===== config.mk =====
export PLATFORM = sky130hd
export DESIGN_NAME = three_class_ratio_scheduler
export DESIGN_NICKNAME = d
export VERILOG_FILES = /design/src/tcrs_pkg.sv /design/src/tcrs_ctrl.sv /design/src/tcrs_datapath.sv /design/src/three_class_ratio_scheduler.sv
export SDC_FILE = /design/constraint.sdc
export NUM_CORES = 1
export LEC_CHECK = 0
export BUFFER_PORTS_ARGS = -buffer_cell sky130_fd_sc_hd__buf_4
export CELL_PAD_IN_SITES_DETAIL_PLACEMENT = 1
export CELL_PAD_IN_SITES_GLOBAL_PLACEMENT = 1
export CORE_ASPECT_RATIO = 0.75
export CORE_MARGIN = 2
export CORE_UTILIZATION = 42
export CTS_BUF_LIST = sky130_fd_sc_hd__clkbuf_8
export DETAILED_ROUTE_END_ITERATION = 7
export GPL_ROUTABILITY_DRIVEN = 1
export PLACE_DENSITY_LB_ADDON = 0.3
export SLEW_MARGIN = 20
export SYNTH_ARGS = -nofsm -noshare
export SYNTH_HDL_FRONTEND = slang
export SYNTH_SLANG_ARGS = --single-unit

===== constraint.sdc =====
create_clock -name aclk -period 4.45 [get_ports aclk]
set_clock_uncertainty 0.15 [all_clocks]
set_input_delay 0.89 -clock aclk [delete_from_list [all_inputs] [get_ports aclk]]
set_output_delay 0.89 -clock aclk [all_outputs]
set_load 0.02 [all_outputs]

===== src/tcrs_pkg.sv =====
// Shared types, codes and defaults of the three-class ratio scheduler.
`default_nettype none
package tcrs_pkg;

    localparam int QUEUE_DEPTH_DEF = 16;
    localparam int TAG_WIDTH_DEF   = 16;

    localparam logic [7:0] RATIO_RST   = 8'd4;
    localparam logic [7:0] WORKERS_RST = 8'd1;

    localparam logic REG_RATIO   = 1'b0;
    localparam logic REG_WORKERS = 1'b1;

    localparam logic [1:0] OP_PUSH  = 2'd0;
    localparam logic [1:0] OP_POP   = 2'd1;
    localparam logic [1:0] OP_CLEAR = 2'd2;

    localparam logic [1:0] CLS_HIGH = 2'd0;
    localparam logic [1:0] CLS_MED  = 2'd1;
    localparam logic [1:0] CLS_LOW  = 2'd2;
    localparam logic [1:0] CLS_NONE = 2'd3;

    typedef enum logic [1:0] {
        ST_IDLE,
        ST_EXEC,
        ST_EMIT
    } state_t;

    typedef struct packed {
        logic capture;
        logic exec;
        logic load_out;
    } cmd_t;

    typedef struct packed {
        logic out_free;
    } sts_t;

endpackage
`default_nettype wire


===== src/tcrs_ctrl.sv =====
// Sequencer: accepts one transaction, runs it through the datapath, hands off the result.
`default_nettype none
module tcrs_ctrl (
    input  wire logic          aclk,
    input  wire logic          aresetn,
    input  wire logic          s_tvalid,
    output logic               s_tready,
    input  wire tcrs_pkg::sts_t sts,
    output tcrs_pkg::cmd_t     cmd
);

    tcrs_pkg::state_t state_reg, state_next;

    always_ff @(posedge aclk) begin
        if (!aresetn) begin
            state_reg <= tcrs_pkg::ST_IDLE;
        end else begin
            state_reg <= state_next;
        end
    end

    always_comb begin
        state_next = state_reg;
        case (state_reg)
            tcrs_pkg::ST_IDLE: begin
                if (s_tvalid) state_next = tcrs_pkg::ST_EXEC;
            end
            tcrs_pkg::ST_EXEC: begin
                state_next = tcrs_pkg::ST_EMIT;
            end
            tcrs_pkg::ST_EMIT: begin
                if (sts.out_free) state_next = tcrs_pkg::ST_IDLE;
            end
            default: begin
                state_next = tcrs_pkg::ST_IDLE;
            end
        endcase
    end

    always_comb begin
        s_tready     = 1'b0;
        cmd.capture  = 1'b0;
        cmd.exec     = 1'b0;
        cmd.load_out = 1'b0;
        case (state_reg)
            tcrs_pkg::ST_IDLE: begin
                s_tready    = 1'b1;
                cmd.capture = s_tvalid;
            end
            tcrs_pkg::ST_EXEC: begin
                cmd.exec = 1'b1;
            end
            tcrs_pkg::ST_EMIT: begin
                cmd.load_out = sts.out_free;
            end
            default: begin
                s_tready = 1'b0;
            end
        endcase
    end

endmodule
`default_nettype wire


===== src/tcrs_datapath.sv =====
// Queue store, pointers, grant decision, config registers and output register.
`default_nettype none
module tcrs_datapath #(
    parameter int QUEUE_DEPTH = tcrs_pkg::QUEUE_DEPTH_DEF,
    parameter int TAG_WIDTH   = tcrs_pkg::TAG_WIDTH_DEF,
    localparam int DW = ((TAG_WIDTH + 3 + 7) / 8) * 8,
    localparam int OW = ((TAG_WIDTH + 5 + 7) / 8) * 8
) (
    input  wire logic           aclk,
    input  wire logic           aresetn,
    input  wire logic [DW-1:0]  s_tdata,
    input  wire logic [1:0]     s_tuser,
    output logic                m_tvalid,
    input  wire logic           m_tready,
    output logic [OW-1:0]       m_tdata,
    input  wire logic           cfg_we,
    input  wire logic           cfg_index,
    input  wire logic [7:0]     cfg_data,
    input  wire tcrs_pkg::cmd_t cmd,
    output tcrs_pkg::sts_t      sts
);

    localparam int PW = $clog2(QUEUE_DEPTH);
    localparam int CW = $clog2(QUEUE_DEPTH + 1);
    localparam int AW = $clog2(3 * QUEUE_DEPTH);
    localparam int MW = (CW > 8) ? CW : 8;

    logic [TAG_WIDTH-1:0] mem [3*QUEUE_DEPTH];

    logic [1:0]           op_reg;
    logic [1:0]           cls_reg;
    logic [TAG_WIDTH-1:0] tag_reg;
    logic                 fin_reg;
    logic [7:0]           ratio_reg;
    logic [7:0]           workers_reg;
    logic [PW-1:0]        head_reg  [3];
    logic [PW-1:0]        head_next [3];
    logic [CW-1:0]        count_reg  [3];
    logic [CW-1:0]        count_next [3];
    logic [7:0]           msc_reg, msc_next;

    logic                 res_valid_reg, res_valid_next;
    logic [1:0]           res_cls_reg, res_cls_next;
    logic                 res_wake_reg, res_wake_next;
    logic                 res_drop_reg, res_drop_next;
    logic                 res_mem_reg, res_mem_next;
    logic [TAG_WIDTH-1:0] res_tag_reg, res_tag_next;
    logic [TAG_WIDTH-1:0] rd_data_reg;
    logic                 m_valid_reg;
    logic [OW-1:0]        m_data_reg;

    logic [1:0]           cls_in;
    logic [1:0]           pick;
    logic [1:0]           pick_idx;
    logic                 mem_we;
    logic [AW-1:0]        waddr;
    logic [AW-1:0]        raddr;
    logic [PW:0]          wsum;
    logic [PW-1:0]        wpos;
    logic [PW:0]          hinc;
    logic [TAG_WIDTH-1:0] job;

    function automatic logic [AW-1:0] class_base(input logic [1:0] c);
        logic [AW-1:0] b;
        case (c)
            tcrs_pkg::CLS_MED: b = AW'(QUEUE_DEPTH);
            tcrs_pkg::CLS_LOW: b = AW'(2 * QUEUE_DEPTH);
            default:           b = '0;
        endcase
        return b;
    endfunction

    assign cls_in = (s_tdata[1:0] == tcrs_pkg::CLS_NONE) ? tcrs_pkg::CLS_LOW : s_tdata[1:0];

    always_ff @(posedge aclk) begin
        if (cmd.capture) begin
            op_reg  <= s_tuser;
            cls_reg <= cls_in;
            tag_reg <= s_tdata[TAG_WIDTH+1:2];
            fin_reg <= s_tdata[TAG_WIDTH+2];
        end
    end

    always_ff @(posedge aclk) begin
        if (!aresetn) begin
            ratio_reg   <= tcrs_pkg::RATIO_RST;
            workers_reg <= tcrs_pkg::WORKERS_RST;
        end else if (cfg_we) begin
            if (cfg_index == tcrs_pkg::REG_RATIO) begin
                ratio_reg <= cfg_data;
            end else begin
                workers_reg <= cfg_data;
            end
        end
    end

    // grant: high first, low once the medium run reaches the ratio, then medium, then low
    always_comb begin
        if (count_reg[0] != '0) begin
            pick = tcrs_pkg::CLS_HIGH;
        end else if (msc_reg >= ratio_reg && count_reg[2] != '0) begin
            pick = tcrs_pkg::CLS_LOW;
        end else if (count_reg[1] != '0) begin
            pick = tcrs_pkg::CLS_MED;
        end else if (count_reg[2] != '0) begin
            pick = tcrs_pkg::CLS_LOW;
        end else begin
            pick = tcrs_pkg::CLS_NONE;
        end
    end

    assign pick_idx = (pick == tcrs_pkg::CLS_NONE) ? tcrs_pkg::CLS_HIGH : pick;
    assign raddr    = class_base(pick_idx) + AW'(head_reg[pick_idx]);

    assign wsum  = {1'b0, head_reg[cls_reg]} + (PW+1)'(count_reg[cls_reg]);
    assign wpos  = (wsum >= (PW+1)'(QUEUE_DEPTH)) ? PW'(wsum - (PW+1)'(QUEUE_DEPTH))
                                                   : wsum[PW-1:0];
    assign waddr = class_base(cls_reg) + AW'(wpos);
    assign hinc  = {1'b0, head_reg[pick_idx]} + (PW+1)'(1);

    always_comb begin
        for (int i = 0; i < 3; i++) begin
            head_next[i]  = head_reg[i];
            count_next[i] = count_reg[i];
        end
        msc_next       = msc_reg;
        mem_we         = 1'b0;
        res_valid_next = 1'b0;
        res_cls_next   = tcrs_pkg::CLS_HIGH;
        res_wake_next  = 1'b0;
        res_drop_next  = 1'b0;
        res_mem_next   = 1'b0;
        res_tag_next   = '0;
        case (op_reg)
            tcrs_pkg::OP_PUSH: begin
                if (fin_reg) begin
                    res_drop_next = 1'b1;
                end else if (workers_reg == '0) begin
                    res_valid_next = 1'b1;
                    res_tag_next   = tag_reg;
                    res_cls_next   = cls_reg;
                end else if (count_reg[cls_reg] == CW'(QUEUE_DEPTH)) begin
                    res_drop_next = 1'b1;
                end else begin
                    mem_we                = 1'b1;
                    count_next[cls_reg]   = count_reg[cls_reg] + CW'(1);
                    res_wake_next         = MW'(count_reg[cls_reg]) <= MW'(workers_reg);
                end
            end
            tcrs_pkg::OP_POP: begin
                if (pick != tcrs_pkg::CLS_NONE) begin
                    res_valid_next       = 1'b1;
                    res_mem_next         = 1'b1;
                    res_cls_next         = pick;
                    count_next[pick_idx] = count_reg[pick_idx] - CW'(1);
                    head_next[pick_idx]  = (hinc == (PW+1)'(QUEUE_DEPTH)) ? '0 : hinc[PW-1:0];
                    if (pick == tcrs_pkg::CLS_LOW && msc_reg >= ratio_reg) begin
                        msc_next = '0;
                    end else if (pick == tcrs_pkg::CLS_MED && msc_reg != 8'hFF) begin
                        msc_next = msc_reg + 8'd1;
                    end
                end
            end
            tcrs_pkg::OP_CLEAR: begin
                for (int i = 0; i < 3; i++) begin
                    head_next[i]  = '0;
                    count_next[i] = '0;
                end
            end
            default: begin
                res_valid_next = 1'b0;
            end
        endcase
    end

    always_ff @(posedge aclk) begin
        if (!aresetn) begin
            for (int i = 0; i < 3; i++) begin
                head_reg[i]  <= '0;
                count_reg[i] <= '0;
            end
            msc_reg <= '0;
        end else if (cmd.exec) begin
            for (int i = 0; i < 3; i++) begin
                head_reg[i]  <= head_next[i];
                count_reg[i] <= count_next[i];
            end
            msc_reg <= msc_next;
        end
    end

    always_ff @(posedge aclk) begin
        if (cmd.exec) begin
            res_valid_reg <= res_valid_next;
            res_cls_reg   <= res_cls_next;
            res_wake_reg  <= res_wake_next;
            res_drop_reg  <= res_drop_next;
            res_mem_reg   <= res_mem_next;
            res_tag_reg   <= res_tag_next;
        end
    end

    // read data held until the result is loaded
    always_ff @(posedge aclk) begin
        if (cmd.exec && mem_we) begin
            mem[waddr] <= tag_reg;
        end
        if (cmd.exec) begin
            rd_data_reg <= mem[raddr];
        end
    end

    assign job = res_mem_reg ? rd_data_reg : res_tag_reg;

    always_ff @(posedge aclk) begin
        if (!aresetn) begin
            m_valid_reg <= 1'b0;
        end else if (cmd.load_out) begin
            m_valid_reg <= 1'b1;
        end else if (m_tready) begin
            m_valid_reg <= 1'b0;
        end
    end

    always_ff @(posedge aclk) begin
        if (cmd.load_out) begin
            m_data_reg <= OW'({res_drop_reg, res_wake_reg, res_cls_reg, job, res_valid_reg});
        end
    end

    assign m_tvalid     = m_valid_reg;
    assign m_tdata      = m_data_reg;
    assign sts.out_free = !m_valid_reg || m_tready;

endmodule
`default_nettype wire


===== src/three_class_ratio_scheduler.sv =====
// Top level of the three-class ratio scheduler.
// Takes push, pop and clear transactions on the s_ side and returns exactly one
// result transaction per input on the m_ side. One transaction is in flight at a
// time: the accepting edge is followed by the queue update with the registered
// tag-store read, then by the output load once the output is free, which raises
// m_tvalid; s_tready is high again in that same cycle. No new transaction is taken
// until the last result is loaded; m_tready low holds the output register. The three
// tag queues share one single-port-write, registered-read memory of 3*QUEUE_DEPTH
// entries. No clearing pass after reset. Configuration writes land on the next clock
// edge; the user must make them only while the block is idle, which it does not enforce.
`default_nettype none
module three_class_ratio_scheduler #(
    parameter int QUEUE_DEPTH = tcrs_pkg::QUEUE_DEPTH_DEF,
    parameter int TAG_WIDTH   = tcrs_pkg::TAG_WIDTH_DEF,
    localparam int DW = ((TAG_WIDTH + 3 + 7) / 8) * 8,
    localparam int OW = ((TAG_WIDTH + 5 + 7) / 8) * 8
) (
    input  wire logic          aclk,
    input  wire logic          aresetn,
    input  wire logic          s_tvalid,
    output logic               s_tready,
    // priority_class, job_tag, already_finished
    input  wire logic [DW-1:0] s_tdata,
    // op
    input  wire logic [1:0]    s_tuser,
    output logic               m_tvalid,
    input  wire logic          m_tready,
    // tag_valid, job_out, served_class, wake, dropped
    output logic [OW-1:0]      m_tdata,
    input  wire logic          cfg_we,
    input  wire logic          cfg_index,
    input  wire logic [7:0]    cfg_data
);

    tcrs_pkg::cmd_t cmd;
    tcrs_pkg::sts_t sts;

    tcrs_ctrl u_ctrl (
        .aclk     (aclk),
        .aresetn  (aresetn),
        .s_tvalid (s_tvalid),
        .s_tready (s_tready),
        .sts      (sts),
        .cmd      (cmd)
    );

    tcrs_datapath #(
        .QUEUE_DEPTH (QUEUE_DEPTH),
        .TAG_WIDTH   (TAG_WIDTH)
    ) u_datapath (
        .aclk      (aclk),
        .aresetn   (aresetn),
        .s_tdata   (s_tdata),
        .s_tuser   (s_tuser),
        .m_tvalid  (m_tvalid),
        .m_tready  (m_tready),
        .m_tdata   (m_tdata),
        .cfg_we    (cfg_we),
        .cfg_index (cfg_index),
        .cfg_data  (cfg_data),
        .cmd       (cmd),
        .sts       (sts)
    );

    a_one_in_flight: assert property (@(posedge aclk) disable iff (!aresetn)
        s_tvalid && s_tready |=> !s_tready)
        else $error("second transaction accepted while one in flight");

    a_valid_not_dropped: assert property (@(posedge aclk) disable iff (!aresetn)
        m_tvalid |-> !(m_tdata[0] && m_tdata[TAG_WIDTH+4]))
        else $error("result both dispatched and dropped");

    a_wake_not_dropped: assert property (@(posedge aclk) disable iff (!aresetn)
        m_tvalid |-> !(m_tdata[TAG_WIDTH+3] && m_tdata[TAG_WIDTH+4]))
        else $error("wake raised on a dropped push");

    a_class_legal: assert property (@(posedge aclk) disable iff (!aresetn)
        m_tvalid |-> m_tdata[TAG_WIDTH+2:TAG_WIDTH+1] != tcrs_pkg::CLS_NONE)
        else $error("served class out of range");

endmodule
`default_nettype wire

==> summary.txt <==
STA
  – Final setup margin: -0.0132 ns
  – Tcrit/Tclk final: 100%
  – Tmin final: 4.46 ns
  – Unrepaired setup endpoints after global routing: yes
  – Max-slew headroom: 24.9%
  – Max Freq: 224 MHz
  – Slew of the pin with the lowest slew margin: 1.13 ns
  – Final-report setup violation count: 2
  – Final hold vios: 0
  – WHS: 0.122 ns
  – Fin. max-slew vios: 0

Setup path
  – Worst EP required: 4.85 ns
  – Worst-case reg-to-reg path depth: 21
  – Critical path class: flop to flop
  – Crit path launch type: flop
  – R2R Setup Slk: -0.01 ns
  – Worst Path Arrival: 4.86 ns
  – Worst setup EP type: flop
  – R2R Path Start: u_datapath.msc_reg[0]$_SDFFE_PN0P_
  – CP max FO: 7
  – Worst r2r dst: u_datapath.rd_data_reg[2]$_DFFE_PP_

Min path
  – HP Start: s_tdata[4]
  – Worst hold path class: input pin to flop
  – Worst Hold Path Cells: 1
  – Hold EP: u_datapath.tag_reg[2]$_DFFE_PP_

Logic synthesis
  – Mean post-synth cell area: 15.2 µm²
  – Post-synth top flop: edfxtp_1
  – Register bit total from synthesis: 904
  – Cell area after synthesis: 36900 µm²
  – Syn Inst Count: 2434
  – Distinct cells, synth: 61
  – Number of flops mapped to enable cells by yosys: 875
  – Post-synthesis async set-or-reset flop share: 0%
  – Sequential share of the synthesized area: 72.7%
  – Syn. warnings: 0

Global routing
  – First-pass GRT wire length: 155000 µm
  – Number of global-route vias before repair: 24300
  – Total GRT Usage: 23.4%
  – Initial antenna violation count: 5
  – Largest net degree at the start of global routing: 69
  – Congestion Overflow GR: 0

Pwr
  – Pwr Density: 411 nW/µm²
  – Worst VDD drop: 0.270 mV
  – Comb power frac: 12.6%
  – Power share of the sequential group: 52.6%
  – P_sw: 4670 µW
  – Leakage power: 0.0154 µW
  – Int Pwr: 13400 µW
  – Switching share of power: 25.9%
  – Clock Power Share: 34.7%

Floorplan
  – I/O Pins: 66
  – Die width: 346 µm
  – Die height: 261 µm
  – Cell Rows: 94
  – Placeable Area: 87400 µm²
  – Die area: 90400 µm²
  – Initial Util: 42.3%

Route
  – Antenna Nets Post-Route: 0
  – Final WL: 106000 µm
  – DRC: 0
  – Iter 0 DRT Violations: 2387
  – Via count: 22900
  – WL/cell: 26.3 µm
  – First-pass DRT Iterations: 7
  – Via-to-Cell Ratio: 5.69

Clocking
  – Root buffer cell: clkbuf_8
  – Num CTS Buffers: 137
  – Clock-pin slew on the worst setup and hold paths: 0.07 ns
  – Htree depth: 4
  – CTS max path bufs: 3
  – Clock latency on the worst-skew pair: 0.80 ns
  – Clk sinks: 904
  – TritonCTS clock tree: yes
  – Cts hold-fix bufs: 0

Placement
  – Port bufs: 57
  – Hpwl dp: 66100 µm
  – GPL Wtd Cong: 0.855

Layout
  – Most flops, register: u_datapath.mem
  – Final #Nets: 2846
  – Largest register FFs: 768
  – Most frequent cells in the layout: 875 x edfxtp_1, 328 x nand2_1, 254 x buf_4, 155 x nor2_1, 153 x nand3_1
  – Commonest non-fill, non-tap cell in the layout: edfxtp_1
  – Share of cells above drive strength 1: 23.9%
  – Post-route core utilization: 50.2%
  – Area grow syn2layout: 18.8%

Run status
  – Status: complete, but fails checks
  – Violated checks: negative setup slack

Run
  – Maxcap violations: 0
==> worst max-delay path by stage <==
| stage | start | to | slack (ns) | cells after the start |
|---|---|---|---|---|
| floorplan | u_datapath.msc_reg[0]$_SDFFE_PN0P_ | u_datapath.rd_data_reg[4]$_DFFE_PP_ | 0.05 | 18 |
| global route | u_datapath.msc_reg[0]$_SDFFE_PN0P_ | u_datapath.rd_data_reg[10]$_DFFE_PP_ | -0.13 | 20 |
| detailed placement | u_datapath.msc_reg[0]$_SDFFE_PN0P_ | u_datapath.rd_data_reg[12]$_DFFE_PP_ | -0.57 | 20 |
| global placement | u_datapath.msc_reg[0]$_SDFFE_PN0P_ | u_datapath.rd_data_reg[12]$_DFFE_PP_ | -0.52 | 20 |
| CTS | u_datapath.msc_reg[0]$_SDFFE_PN0P_ | u_datapath.rd_data_reg[14]$_DFFE_PP_ | -0.04 | 21 |
| finish | u_datapath.msc_reg[0]$_SDFFE_PN0P_ | u_datapath.rd_data_reg[2]$_DFFE_PP_ | -0.01 | 21 |
==> stage by stage <==
stage	power (µW)	instances	instance area [µm²]	worst slack [ns]	setup TNS [ns]
2_1_floorplan	10900	2436	36900	0.0527	0
3_3_place_gp	11700	3766	40800	-0.520	-8.76
3_5_place_dp	11800	3766	40800	-0.567	-10.71
4_1_cts	18100	4009	43500	-0.0407	-0.128
5_1_grt	18700	4024	43900	-0.126	-1.39
6_report	18000	4024	43900	-0.0132	-0.0228
==> final cells by class <==
type                            count  area (µm²)
Tap cell                         1152        1440
Inverter                           31         121
Multi-Input combinational cell   1362        9640
Antenna cell                        1        2.50
Clock buffer                      140        1930
Timing Repair Buffer              337        3410
Sequential cell                   904       26900
Fill cell                        8530       43500
Clock inverter                     97         478
==> worst max-delay path, cell delays in order, from the launching register on <==
cell and delay (ns):
dfxtp_2 0.34, inv_2 0.04, ha_4 0.20, nand2b_4 0.13, a21o_1 0.16, a21o_1 0.16
a211oi_2 0.24, o21ai_2 0.09, buf_4 0.14, nand3_2 0.07, and3_4 0.22, ha_4 0.15
mux2_4 0.31, o21ai_4 0.21, buf_12 0.21, buf_12 0.15, buf_6 0.10, mux4_2 0.50
a22oi_2 0.22, nand3_1 0.13, buf_6 0.17, o311a_1 0.11
==> layer usage <==
layer | up-vias | track usage (%) | routed length [µm]
met5 | - | 0 | 0
met4 | 0 | 8.87 | 2970
met3 | 164 | 5.83 | 8390
met2 | 858 | 36.2 | 48200
met1 | 11900 | 32.0 | 46100
li1 | 10000 | - | -
==> cells in the mapped netlist (4+ instances only) <==
cell type	number	area share (%)
a211oi_1	24	0.49
a21boi_0	16	0.33
a21o_1	4	0.081
a21oi_1	150	2.0
a221o_1	13	0.35
a221oi_1	28	0.66
a22o_1	17	0.40
a22oi_1	29	0.59
and2_1	19	0.32
and3_1	7	0.12
buf_1	10	0.10
buf_2	32	0.43
buf_4	13	0.26
buf_6	5	0.15
clkbuf_1	79	0.80
dfxtp_1	29	1.6
edfxtp_1	875	71
ha_1	32	1.1
inv_1	29	0.29
mux2_2	39	1.2
mux2i_1	109	3.0
mux4_2	72	4.4
nand2_1	328	3.3
nand2b_1	8	0.14
nand3_1	159	2.2
nand4_1	4	0.068
nor2_1	157	1.6
nor2b_1	8	0.14
nor3_1	10	0.14
nor4_1	15	0.25
o21a_1	7	0.14
o21ai_0	19	0.26
o21ai_1	5	0.068
o221ai_1	4	0.095
o22ai_1	4	0.068
o311a_1	14	0.38
or2_2	6	0.10
or4_1	4	0.081
xnor2_1	10	0.24
xor2_1	9	0.21
==> cell families after synthesis <==
logic type / after synthesis / share of synthesized area [%]
buffers and inverters: 170 / 2.07
AND/OR/NAND/NOR: 732 / 8.60
multiplexers: 223 / 8.63
adder cells (fa/ha/maj): 33 / 1.14
other: 1 / 0.0102
flip-flops: 904 / 72.7
XOR/XNOR: 19 / 0.451
AO/OA/AOI/OAI: 352 / 6.39
==> power groups by stage <==
stage,registers (µW),clock network (µW),logic (µW)
2_1_floorplan,9720,0,1170
3_3_place_gp,9680,0,2040
3_5_place_dp,9680,0,2130
4_1_cts,9500,6380,2190
5_1_grt,9500,6720,2440
6_report,9500,6270,2280
==> timing repair <==
action | CTS | global route
resized for setup | 46 | 55
endpoints found under the setup margin | 36 | 25
buffers inserted | 5 | 12
gates cloned | 1 | 3
pin swaps | 17 | 32
(Power assumes the default switching activity.)
